## config.mk

```make
export PLATFORM = sky130hd
export DESIGN_NAME = rational_arithmetic_unit
export DESIGN_NICKNAME = d
export VERILOG_FILES = /design/src/rtl/core/rau_pkg.sv /design/src/rtl/core/rational_arithmetic_unit.sv /design/src/rtl/core/rau_datapath.sv /design/src/rtl/core/rau_control.sv
export VERILOG_INCLUDE_DIRS = /design/src /design/src/rtl/core
export SDC_FILE = /design/constraint.sdc
export NUM_CORES = 2
export LEC_CHECK = 0
export ABC_AREA = 1
export BUFFER_PORTS_ARGS = -buffer_cell sky130_fd_sc_hd__buf_2
export CAP_MARGIN = 40
export CORE_UTILIZATION = 55
export DETAILED_ROUTE_END_ITERATION = 7
export PLACE_DENSITY = 0.82
export REMOVE_ABC_BUFFERS = 1
export SLEW_MARGIN = 25
export SYNTH_ARGS = -nofsm -noshare
export SYNTH_HDL_FRONTEND = slang
export SYNTH_SLANG_ARGS = --single-unit
```

## constraint.sdc

```tcl
create_clock -name clk -period 34.2 [get_ports clk]
set_input_delay 10.26 -clock clk [delete_from_list [all_inputs] [get_ports clk]]
set_output_delay 10.26 -clock clk [all_outputs]
set_load 0.01 [all_outputs]
```

## src/rtl/core/rational_arithmetic_unit_assert.svh

```systemverilog
`ifndef RATIONAL_ARITHMETIC_UNIT_ASSERT_SVH
`define RATIONAL_ARITHMETIC_UNIT_ASSERT_SVH
// Check that a condition implies a consequence on the same edge.
`define RAU_ASSERT_IMPL(label, cond, cons) \
  label: assert property (@(posedge clk) disable iff (rst) (cond) |-> (cons)) \
    else $error("assertion failed");
// Check that a condition implies a consequence on the next edge.
`define RAU_ASSERT_NEXT(label, cond, cons) \
  label: assert property (@(posedge clk) disable iff (rst) (cond) |=> (cons)) \
    else $error("assertion failed");
`endif

```

## src/rtl/core/rau_pkg.sv

```systemverilog
`timescale 1ns / 1ps
package rau_pkg;
  localparam int ValueWidth = 32;
  localparam int MagWidth = 64;
  localparam logic [1:0] CMD_ADD = 2'd0;
  localparam logic [1:0] CMD_SUB = 2'd1;
  localparam logic [1:0] CMD_MUL = 2'd2;
  localparam logic [1:0] CMD_DIV = 2'd3;
  localparam logic [1:0] ST_OK = 2'd0;
  localparam logic [1:0] ST_ZERO_DEN = 2'd1;
  localparam logic [1:0] ST_DIV_ZERO = 2'd2;
  localparam logic [1:0] ST_RANGE = 2'd3;

  // commands from controller to datapath
  typedef struct packed {
    logic load;      // capture operands
    logic mul_step;  // one shift-add multiply step
    logic add_step;  // combine cross products
    logic gcd_init;  // copy magnitudes to gcd registers
    logic gcd_step;  // one subtract/shift step of binary gcd
    logic div_init;  // start reduction divisions
    logic div_step;  // one restoring division bit
    logic finish;    // form result
  } ctrl_t;

  typedef struct packed {
    logic early;     // result decided before gcd
    logic mul_done;
    logic gcd_done;
    logic div_done;
  } stat_t;
endpackage

```

## src/rtl/core/rational_arithmetic_unit.sv

```systemverilog
`timescale 1ns / 1ps
// Rational arithmetic unit: a/b op c/d with gcd reduction.
// Input channel in_valid/in_ready carries command and the four operands;
// output channel out_valid/out_ready carries the reduced numerator,
// positive denominator and status (0 ok, 1 zero denominator,
// 2 divide by zero, 3 out of range; 0/1 on any error).
// One request is worked at a time. Zero denominators and divide by zero are
// detected during the shift-add multiply and end the request after it; a zero
// result ends it after gcd setup; otherwise the shift-add multiply is followed
// by binary gcd on 65-bit magnitudes and paired restoring division.
// The gcd loop and the bit-serial dividers take most of the time. The next
// request can be taken in the cycle after the result is taken.
// The result waits in an output register until taken; a stalled receiver
// holds the unit, which takes no new request until the result drains.
// Reset (synchronous, active high) returns to idle and drops any result.
module rational_arithmetic_unit #(
  parameter int VALUE_WIDTH = rau_pkg::ValueWidth
) (
  input  logic               clk,
  input  logic               rst,
  input  logic               in_valid,
  output logic               in_ready,
  input  logic [1:0]         command,
  input  logic signed [31:0] a_numerator,
  input  logic signed [31:0] a_denominator,
  input  logic signed [31:0] b_numerator,
  input  logic signed [31:0] b_denominator,
  output logic               out_valid,
  input  logic               out_ready,
  output logic signed [31:0] result_numerator,
  output logic [30:0]        result_denominator,
  output logic [1:0]         status
);
  rau_pkg::ctrl_t ctrl;
  rau_pkg::stat_t stat;

  rau_control u_ctl (
    .clk, .rst, .in_valid, .in_ready, .out_valid, .out_ready, .ctrl, .stat
  );

  rau_datapath #(.VALUE_WIDTH(VALUE_WIDTH)) u_dp (
    .clk, .ctrl, .stat, .command, .a_numerator, .a_denominator,
    .b_numerator, .b_denominator, .result_numerator, .result_denominator, .status
  );

`include "rational_arithmetic_unit_assert.svh"
  `RAU_ASSERT_IMPL(a_no_accept_busy, out_valid, !in_ready)
  `RAU_ASSERT_IMPL(a_error_zero, out_valid && status != rau_pkg::ST_OK,
      result_numerator == 0 && result_denominator == 31'd1)
  `RAU_ASSERT_IMPL(a_den_nonzero, out_valid, result_denominator != 31'd0)
  `RAU_ASSERT_NEXT(a_result_held, out_valid && !out_ready, out_valid && $stable(result_numerator))
endmodule

```

## src/rtl/core/rau_datapath.sv

```systemverilog
`timescale 1ns / 1ps
module rau_datapath #(
  parameter int VALUE_WIDTH = rau_pkg::ValueWidth
) (
  input  logic                clk,
  input  rau_pkg::ctrl_t      ctrl,
  output rau_pkg::stat_t      stat,
  input  logic [1:0]          command,
  input  logic signed [31:0]  a_numerator,
  input  logic signed [31:0]  a_denominator,
  input  logic signed [31:0]  b_numerator,
  input  logic signed [31:0]  b_denominator,
  output logic signed [31:0]  result_numerator,
  output logic [30:0]         result_denominator,
  output logic [1:0]          status
);
  localparam int MW = rau_pkg::MagWidth;
  localparam int CW = $clog2(MW + 1);
  localparam logic [MW-1:0] Limit = {{(MW-VALUE_WIDTH+1){1'b0}}, {(VALUE_WIDTH-1){1'b1}}};

  logic [1:0] cmd;
  logic [32:0] m_an, m_ad, m_bn, m_bd;
  logic s_an, s_ad, s_bn, s_bd;
  // multiplier operands: three products run in parallel shift-add lanes
  logic [32:0] mq1, mq2, mq3;
  logic [MW-1:0] mc1, mc2, mc3, p1, p2, p3;
  logic [5:0] mcnt;
  logic s1, s2, nneg, dneg;
  logic [MW:0] nmag;
  logic [MW-1:0] dmag;
  logic [MW:0] gx, gy;
  logic [CW-1:0] shf;
  logic [MW:0] g;
  logic [MW:0] q1, r1, q2, r2;
  logic [6:0] dcnt;
  logic early;
  logic [1:0] early_st;

  function automatic logic [32:0] mag32(input logic [31:0] v);
    mag32 = v[31] ? (33'h100000000 - {1'b0, v}) : {1'b0, v};
  endfunction

  assign stat.early = early;
  assign stat.mul_done = (mcnt == 6'd33);
  assign stat.gcd_done = (gy == '0);
  assign stat.div_done = (dcnt == 7'(MW + 1));

  logic [MW:0] gsmall, gbig, gdiff;
  logic [MW+1:0] t1, t2;
  always_comb begin
    gsmall = (gx < gy) ? gx : gy;
    gbig = (gx < gy) ? gy : gx;
    gdiff = gbig - gsmall;
    t1 = {r1, q1[MW]} - {1'b0, g};
    t2 = {r2, q2[MW]} - {1'b0, g};
    s1 = s_an ^ s_bd;
    s2 = s_bn ^ s_ad ^ (cmd == rau_pkg::CMD_SUB);
  end

  always_ff @(posedge clk) begin
    if (ctrl.load) begin
      cmd <= command;
      s_an <= a_numerator[31]; m_an <= mag32(a_numerator);
      s_ad <= a_denominator[31]; m_ad <= mag32(a_denominator);
      s_bn <= b_numerator[31]; m_bn <= mag32(b_numerator);
      s_bd <= b_denominator[31]; m_bd <= mag32(b_denominator);
      mcnt <= '0;
      early <= 1'b0;
    end
    if (ctrl.mul_step) begin
      if (mcnt == 6'd0) begin
        // select operand pairs for the three products
        mq1 <= m_an;
        mc1 <= {31'd0, (cmd == rau_pkg::CMD_MUL) ? m_bn : m_bd};
        mq2 <= m_bn;
        mc2 <= {31'd0, m_ad};
        mq3 <= m_ad;
        mc3 <= {31'd0, (cmd == rau_pkg::CMD_DIV) ? m_bn : m_bd};
        p1 <= '0; p2 <= '0; p3 <= '0;
        if (m_ad == '0 || m_bd == '0) begin
          early <= 1'b1; early_st <= rau_pkg::ST_ZERO_DEN;
        end else if (cmd == rau_pkg::CMD_DIV && m_bn == '0) begin
          early <= 1'b1; early_st <= rau_pkg::ST_DIV_ZERO;
        end
      end else begin
        if (mq1[0]) p1 <= p1 + mc1;
        if (mq2[0]) p2 <= p2 + mc2;
        if (mq3[0]) p3 <= p3 + mc3;
        mq1 <= mq1 >> 1; mq2 <= mq2 >> 1; mq3 <= mq3 >> 1;
        mc1 <= mc1 << 1; mc2 <= mc2 << 1; mc3 <= mc3 << 1;
      end
      mcnt <= mcnt + 6'd1;
    end
    if (ctrl.add_step) begin
      dmag <= p3;
      case (cmd)
        rau_pkg::CMD_ADD, rau_pkg::CMD_SUB: begin
          dneg <= s_ad ^ s_bd;
          if (s1 == s2) begin
            nneg <= s1; nmag <= {1'b0, p1} + {1'b0, p2};
          end else if (p1 >= p2) begin
            nneg <= s1; nmag <= {1'b0, p1 - p2};
          end else begin
            nneg <= s2; nmag <= {1'b0, p2 - p1};
          end
        end
        rau_pkg::CMD_MUL: begin
          nneg <= s_an ^ s_bn; dneg <= s_ad ^ s_bd; nmag <= {1'b0, p1};
        end
        default: begin
          nneg <= s_an ^ s_bd; dneg <= s_ad ^ s_bn; nmag <= {1'b0, p1};
        end
      endcase
    end
    if (ctrl.gcd_init) begin
      gx <= nmag; gy <= {1'b0, dmag}; shf <= '0;
      if (nmag == '0) begin
        early <= 1'b1; early_st <= rau_pkg::ST_OK;
      end
    end
    if (ctrl.gcd_step) begin
      // binary gcd: strip common twos, then subtract
      if (!gx[0] && !gy[0]) begin
        gx <= gx >> 1; gy <= gy >> 1; shf <= shf + CW'(1);
      end else if (!gx[0]) gx <= gx >> 1;
      else if (!gy[0]) gy <= gy >> 1;
      else begin
        gx <= gsmall; gy <= gdiff;
      end
    end
    if (ctrl.div_init) begin
      g <= gx << shf;
      q1 <= nmag; r1 <= '0;
      q2 <= {1'b0, dmag}; r2 <= '0;
      dcnt <= '0;
    end
    if (ctrl.div_step) begin
      if (!t1[MW+1]) begin
        r1 <= t1[MW:0]; q1 <= {q1[MW-1:0], 1'b1};
      end else begin
        r1 <= {r1[MW-1:0], q1[MW]}; q1 <= {q1[MW-1:0], 1'b0};
      end
      if (!t2[MW+1]) begin
        r2 <= t2[MW:0]; q2 <= {q2[MW-1:0], 1'b1};
      end else begin
        r2 <= {r2[MW-1:0], q2[MW]}; q2 <= {q2[MW-1:0], 1'b0};
      end
      dcnt <= dcnt + 7'd1;
    end
    if (ctrl.finish) begin
      if (early) begin
        result_numerator <= '0; result_denominator <= 31'd1; status <= early_st;
      end else if (q1[MW:0] > {1'b0, Limit} || q2[MW:0] > {1'b0, Limit}) begin
        result_numerator <= '0; result_denominator <= 31'd1; status <= rau_pkg::ST_RANGE;
      end else begin
        result_numerator <= (nneg ^ dneg) ? -q1[31:0] : q1[31:0];
        result_denominator <= q2[30:0];
        status <= rau_pkg::ST_OK;
      end
    end
  end
endmodule

```

## src/rtl/core/rau_control.sv

```systemverilog
`timescale 1ns / 1ps
module rau_control (
  input  logic            clk,
  input  logic            rst,
  input  logic            in_valid,
  output logic            in_ready,
  output logic            out_valid,
  input  logic            out_ready,
  output rau_pkg::ctrl_t  ctrl,
  input  rau_pkg::stat_t  stat
);
  localparam logic [2:0] S_IDLE = 3'd0;
  localparam logic [2:0] S_MUL  = 3'd1;
  localparam logic [2:0] S_ADD  = 3'd2;
  localparam logic [2:0] S_GINI = 3'd3;
  localparam logic [2:0] S_GCD  = 3'd4;
  localparam logic [2:0] S_DINI = 3'd5;
  localparam logic [2:0] S_DIV  = 3'd6;
  localparam logic [2:0] S_FIN  = 3'd7;

  logic [2:0] state, state_next;
  logic out_valid_next;

  // one request at a time; the result register frees as soon as it is taken
  assign in_ready = (state == S_IDLE) && !out_valid;

  always_comb begin
    state_next = state;
    ctrl = '0;
    out_valid_next = out_valid && !out_ready;
    case (state)
      S_IDLE: if (in_valid && in_ready) begin
        ctrl.load = 1'b1; state_next = S_MUL;
      end
      S_MUL: begin
        ctrl.mul_step = 1'b1;
        if (stat.mul_done) state_next = S_ADD;
      end
      S_ADD: begin
        ctrl.add_step = 1'b1; state_next = stat.early ? S_FIN : S_GINI;
      end
      S_GINI: begin
        ctrl.gcd_init = 1'b1; state_next = S_GCD;
      end
      S_GCD: begin
        if (stat.early) state_next = S_FIN;
        else if (stat.gcd_done) state_next = S_DINI;
        else ctrl.gcd_step = 1'b1;
      end
      S_DINI: begin
        ctrl.div_init = 1'b1; state_next = S_DIV;
      end
      S_DIV: begin
        if (stat.div_done) state_next = S_FIN;
        else ctrl.div_step = 1'b1;
      end
      S_FIN: begin
        ctrl.finish = 1'b1; out_valid_next = 1'b1; state_next = S_IDLE;
      end
      default: state_next = S_IDLE;
    endcase
  end

  always_ff @(posedge clk) begin
    if (rst) begin
      state <= S_IDLE;
      out_valid <= 1'b0;
    end else begin
      state <= state_next;
      out_valid <= out_valid_next;
    end
  end
endmodule
```

After elaboration in Yosys (flattened, before gate mapping)
Index checks and enable logic that the tools add are counted.
{ "word_totals": {"in_bits": 134, "output_inout_bits": 67, "word_cells": 217, "ff_bits": 1299} }
{ "op_classes": {"bitwise_logic": 6, "magnitude_cmp": 4, "n_mux": 88, "shift": 1, "addsub": 17, "n_reduce_logical": 31, "eq_ne": 17} }
{ "op_table": {"columns": ["operator", "count"], "rows": [
  ["two-way mux 65 bit", 22],
  ["two-way mux 64 bit", 5],
  ["adder 64 bit", 3],
  ["two-way mux 33 bit", 5],
  ["subtractor 33 x 32 -> 33 bit (first input constant)", 4],
  ["subtractor 66 x 65 -> 66 bit", 2],
  ["> comparator 65 x 31 -> 1 bit (second input constant)", 2],
  ["zero test 65 bit", 2],
  ["two-way mux 32 bit", 4],
  ["subtractor 64 bit", 2],
  ["two-way mux 31 bit", 4],
  ["zero test 33 bit", 3],
  ["adder 64 x 64 -> 65 bit", 1],
  ["less-than comparator 65 bit", 1],
  ["<< shifter 65 x 7 -> 65 bit", 1],
  ["subtractor 65 bit", 1],
  [">= comparator 64 bit", 1],
  ["two-way mux 7 bit", 5],
  ["negation 32 bit", 1],
  ["two-way mux 1 bit", 25],
  ["case mux 3 bit (8 select lines)", 1],
  ["two-way mux 3 bit", 6],
  ["two-way mux 2 bit", 8],
  ["adder 7 x 1 -> 7 bit (second input constant)", 2],
  ["25 further kinds", 53]
]} }

Depth between registers and ports, before layout
{ "depth": {"depth_word": 12, "ltp_mapped": 35, "ltp_nobuf": 33} }

Cells and area by module
Synthesis repeated with hierarchy kept, for this count alone.
{ "unflattened": {"cells_unflattened": 13864, "hier_area_um2": 100674.1} }
{ "modules_own_cells": {"columns": ["module", "seq_area_each_um2", "instances", "area_each_um2", "cells_each"], "rows": [
  ["rau_datapath", 37486.0, 1, 100397.5, 13817],
  ["rau_control", 80.1, 1, 276.5, 47]
]} }

Worst setup path before layout
No wires, ideal clock.
{ "synth_path": {"path_kind": "register -> register", "from": "register u_ctl.state[1]", "to": "register u_dp.mcnt[0], enable pin", "setup_ns": 0.385, "synth_period_minus_slack_ns": 24.046, "stages_incl_launch_ff": 4, "t_arrival_ns": 23.661, "setup_slack_ns": 10.154, "cell_sequence": "dfxtp_1 nor3_1 inv_1 nand2_1"} }
{ "synth_via": {"elab_chain_len": 6} }
{ "synth_lines": {"columns": ["item", "line", "rtl"], "rows": [
  ["start, declared", "rau_control.sv:21", "logic [2:0] state, state_next;"],
  ["start signal, assigned", "rau_control.sv:69", "state <= state_next;"],
  ["zero test 3 bit", "rau_control.sv:25, rau_control.sv:31", null],
  ["logical AND 1 bit", "rau_control.sv:25", "assign in_ready = (state == S_IDLE) && !out_valid;"],
  ["logical AND 1 bit", "rau_control.sv:32", "S_IDLE: if (in_valid && in_ready) begin"],
  ["two-way mux 1 bit", "rau_control.sv:32", null],
  ["two-way mux 1 bit", "rau_control.sv:31", "case (state)"],
  ["nonzero test 2 bit (no line) (*)", null, null],
  ["end signal, assigned", "rau_datapath.sv:92", "mcnt <= mcnt + 6'd1;"],
  ["end, declared", "rau_datapath.sv:27", "logic [5:0] mcnt;"]
]} }
Every way passes the cells marked *; elsewhere a longest branch is shown, timed or not.
A chain may end at the register's enable or synchronous reset.

Worst setup path in the final report
{ "layout_path": {"from": "input port b_numerator[2]", "to": "register u_dp.m_bn[29], data pin"} }
{ "layout_via": {"elab_chain_len": 2} }
{ "layout_lines": {"columns": ["item", "line", "rtl"], "rows": [
  ["start, declared", "rational_arithmetic_unit.sv:26", "input logic signed [31:0] b_numerator,"],
  ["subtractor 33 x 32 -> 33 bit", "rau_datapath.sv:40", "mag32 = v[31] ? (33'h100000000 - {1'b0, v}) : {1'b0, v};"],
  ["two-way mux 31 bit", "rau_datapath.sv:40", null],
  ["end signal, assigned", "rau_datapath.sv:65", "s_bn <= b_numerator[31]; m_bn <= mag32(b_numerator);"],
  ["end, declared", "rau_datapath.sv:22", "logic [32:0] m_an, m_ad, m_bn, m_bd;"]
]} }
Every way passes these cells.

==> impl_metrics.py <==
metrics = {
    "finish": {
        "seqCellArea_um2": 37570,
        "layout_commonest_cell": "nand2_1",
        "final_cell_mix": "nand2_1, inv_1, a21oi_1, o21ai_0, nor2_1",
        "drive_gt1_share_pct": 4.784,
        "multi_input_area_um2": 53180,
        "nNetsFinal": 14590,
        "area_growth_pct": 8.457,
        "stdcell_area_um2": 109000,
        "final_util_pct": 60.15,
        "nFillCells": 16680,
    },
    "setup_path": {
        "r2r_cells": 34,
        "criticalPathCategory": "primary input to flop",
        "arrival_ns": 12.90,
        "cp-start-kind": "primary input",
        "worstSetupEndpointType": "flop",
        "worstPathRequired_ns": 34.76,
        "path_max_fanout": 4,
    },
    "sta": {
        "finalCriticalPeriod_ns": 12.35,
        "tns_ns": 0,
        "finalHoldViolCount": 0,
        "holdWs_ns": 0.4301,
        "slew-limit-headroom_pct": 28.91,
        "max_freq_ghz": 0.08099,
        "worst_pin_slew_ns": 1.055,
        "drv_slew": 0,
        "fin_crit_sh_pct": 36.10,
        "rsz0062_at_grt": "false",
        "fin_ws_ns": 21.85,
        "setup_viol": 0,
        "finClkSkew_ns": 0.06905,
    },
    "die": {
        "initial_core_util_pct": 55.46,
        "die_w_um": 429.4,
        "chipHeight_um": 429.4,
        "dieArea_um2": 184400,
        "fp-row-count": 156,
        "core_area_um2": 181100,
        "ios": 201,
    },
    "hold_path": {
        "worstHoldPathType": "flop to flop",
        "hold_depth": 0,
    },
    "placement": {
        "port-buffer-count": 200,
        "hpwl_um": 286100,
        "pre_cts_slack_ns": 21.04,
        "place_area_um2": 103800,
        "place.gp.congestion": 1.116,
    },
    "synthesis": {
        "synth.top_cell.area_share_pct": 34.52,
        "synth-seq-cells": 1299,
        "ys_warn_count": 0,
        "syn_area_per_cell_um2": 7.265,
        "yosysSeqAreaShare_pct": 37.39,
        "synth_edf_count": 1155,
        "synthCells": 13830,
        "yosysTopAreaCell": "edfxtp_1",
        "ys_types": 64,
        "netlist_top_cells_area": "edfxtp_1, nand2_1, inv_1, ha_1, a21oi_1",
        "synthArstFlopShare_pct": 0,
        "synthFlopType": "edfxtp_1",
        "syn_area_um2": 100500,
    },
    "clock_network": {
        "worst_skew_pair.late_latency_ns": 0.85,
        "cts_tree": "built",
        "cts.sinks": 1299,
        "clkTransAtPathRegs_ns": 0.06,
        "post_cts_buffers": 0,
        "clockBufferDepth": 3,
        "htree_levels": 4,
        "cts-resized-gates": 0,
        "postCtsHoldBufs": 0,
        "numCtsBuffers": 147,
        "clock-root-buffer": "clkbuf_16",
    },
    "drt": {
        "wl_um": 364800,
        "drc_errors": 1,
        "drtIter0Drc": 12880,
        "via_per_inst": 6.064,
        "ant_nets": 0,
        "wire_per_inst_um": 22.30,
        "via_count": 99220,
        "drt_pass1_iterations": 8,
    },
    "global_route": {
        "antenna_found_initial": 11,
        "grt.total_usage_pct": 38.20,
        "grt_pass1_vias": 90010,
        "overflow": 0,
        "grt_max_degree": 205,
        "grt_pass1_wl_um": 540400,
    },
    "job": {
        "timing.max_cap.violations": 0,
    },
    "pwr": {
        "leakagePower_nw": 48.31,
        "vdd_ir_drop_max_mv": 0.06218,
        "p_per_area_nw_per_um2": 100.6,
    },
    "outcome": {
        "violations": "DRC",
        "status": "finished, violations left",
    },
}
## where the power goes
group	internal [W]	total (W)	switching, W
clock	0.000902	0.00162	0.000718
combinational	0.00191	0.00668	0.00476
sequential	0.00231	0.00267	0.000353
total	0.00513	0.0110	0.00583
## state kept, by name, indices dropped and copies added, names as in the netlist, 33 cells and up
name,cells
u_dp.g,65
u_dp.dmag,64
u_dp.mc1,64
u_dp.m_bn,33
u_dp.nmag,65
u_dp.gx,65
u_dp.m_bd,33
u_dp.r2,65
u_dp.q1,65
u_dp.gy,65
u_dp.mq1,33
u_dp.p3,64
u_dp.m_ad,33
u_dp.mq3,33
u_dp.mc2,64
u_dp.m_an,33
u_dp.p2,64
u_dp.mq2,33
u_dp.mc3,64
u_dp.p1,64
u_dp.q2,65
u_dp.r1,65
## layout make-up
class                   instances  share of cell area [%]
multi-input cells            9938                   48.81
flip-flops and latches       1299                   34.48
clock inverters               101                  0.9313
clock buffers                 171                   3.525
diodes                          7                 0.01608
repair buffers                329                   2.104
well taps                    2370                   2.721
inverters                    2146                   7.410
## cells in the mapped netlist (all sizes together) (9+ instances only)
| cell type | count |
|---|---|
| nand2 | 3113 |
| inv | 2142 |
| o21ai | 1407 |
| a21oi | 1381 |
| nor2 | 1308 |
| edfxtp | 1155 |
| ha | 587 |
| nand3 | 414 |
| clkbuf | 351 |
| xor2 | 228 |
| a31oi | 168 |
| nand4 | 156 |
| o21a | 152 |
| nor3 | 145 |
| dfxtp | 144 |
| xnor2 | 125 |
| nor4 | 105 |
| buf | 98 |
| mux2i | 87 |
| a221oi | 61 |
| o22ai | 54 |
| o2111ai | 49 |
| o221ai | 43 |
| o211ai | 37 |
| a211oi | 32 |
| a21boi | 31 |
| or2 | 30 |
| o21bai | 28 |
| a21o | 27 |
| a2bb2oi | 26 |
| a22oi | 25 |
| and2 | 18 |
| o31ai | 18 |
| a41oi | 14 |
| nor3b | 9 |
| o311ai | 9 |
## worst paths after layout
check / start / endpoint / slack [ns]
min: u_dp.p3[9] / u_dp.dmag[9] / 0.43
max reg2reg: u_dp.gy[62] / u_dp.gy[64] / 28.23
max: b_numerator[2] / u_dp.m_bn[29] / 21.85
min reg2reg: u_dp.p3[9] / u_dp.dmag[9] / 0.43
## stage by stage
step                total power [W]  cells
finish                      0.01096  16360
CTS                         0.01061  16340
floorplan                  0.007008  13380
global route                0.01156  16360
global placement           0.008882  16030
detailed placement         0.008967  16060
## routing by layer
layer  global-route usage (%)  vias up  wire length [um]
met5                        0        -                44
met4                    23.99        8             26860
met3                    8.751     1080             43620
met2                    55.51     6087            150000
met1                    51.33    45310            144300
li1                         -    46740                 -
## worst max-delay path: stages
cell and delay (ns):
buf_2 0.12, inv_1 0.08, nand3_1 0.10, nor3_1 0.14
inv_1 0.07, nor3_1 0.19, nor3b_1 0.46, nand2_1 0.18
nor2_1 0.14, nand3_1 0.16, nor2_1 0.12, nand2_1 0.08
or4_1 0.42, nand2_1 0.11, o21ai_0 0.11, xor2_1 0.15
## cells by family (layout without fill, tap and decap cells)
logic type	after synthesis	after routing	share of synthesized area (%)
AOI/OAI and AO/OA	3584	3584	19.86
xor gates and xnor gates	353	353	3.077
adders and majority gates	595	595	7.470
buffers and inverters	2595	2747	9.806
DFF	1299	1299	37.39
muxes	87	87	0.8668
other	1	11	0.003733
and+or+nand+nor	5315	5315	21.52
Note: power is estimated with default switching activity, not from simulation.
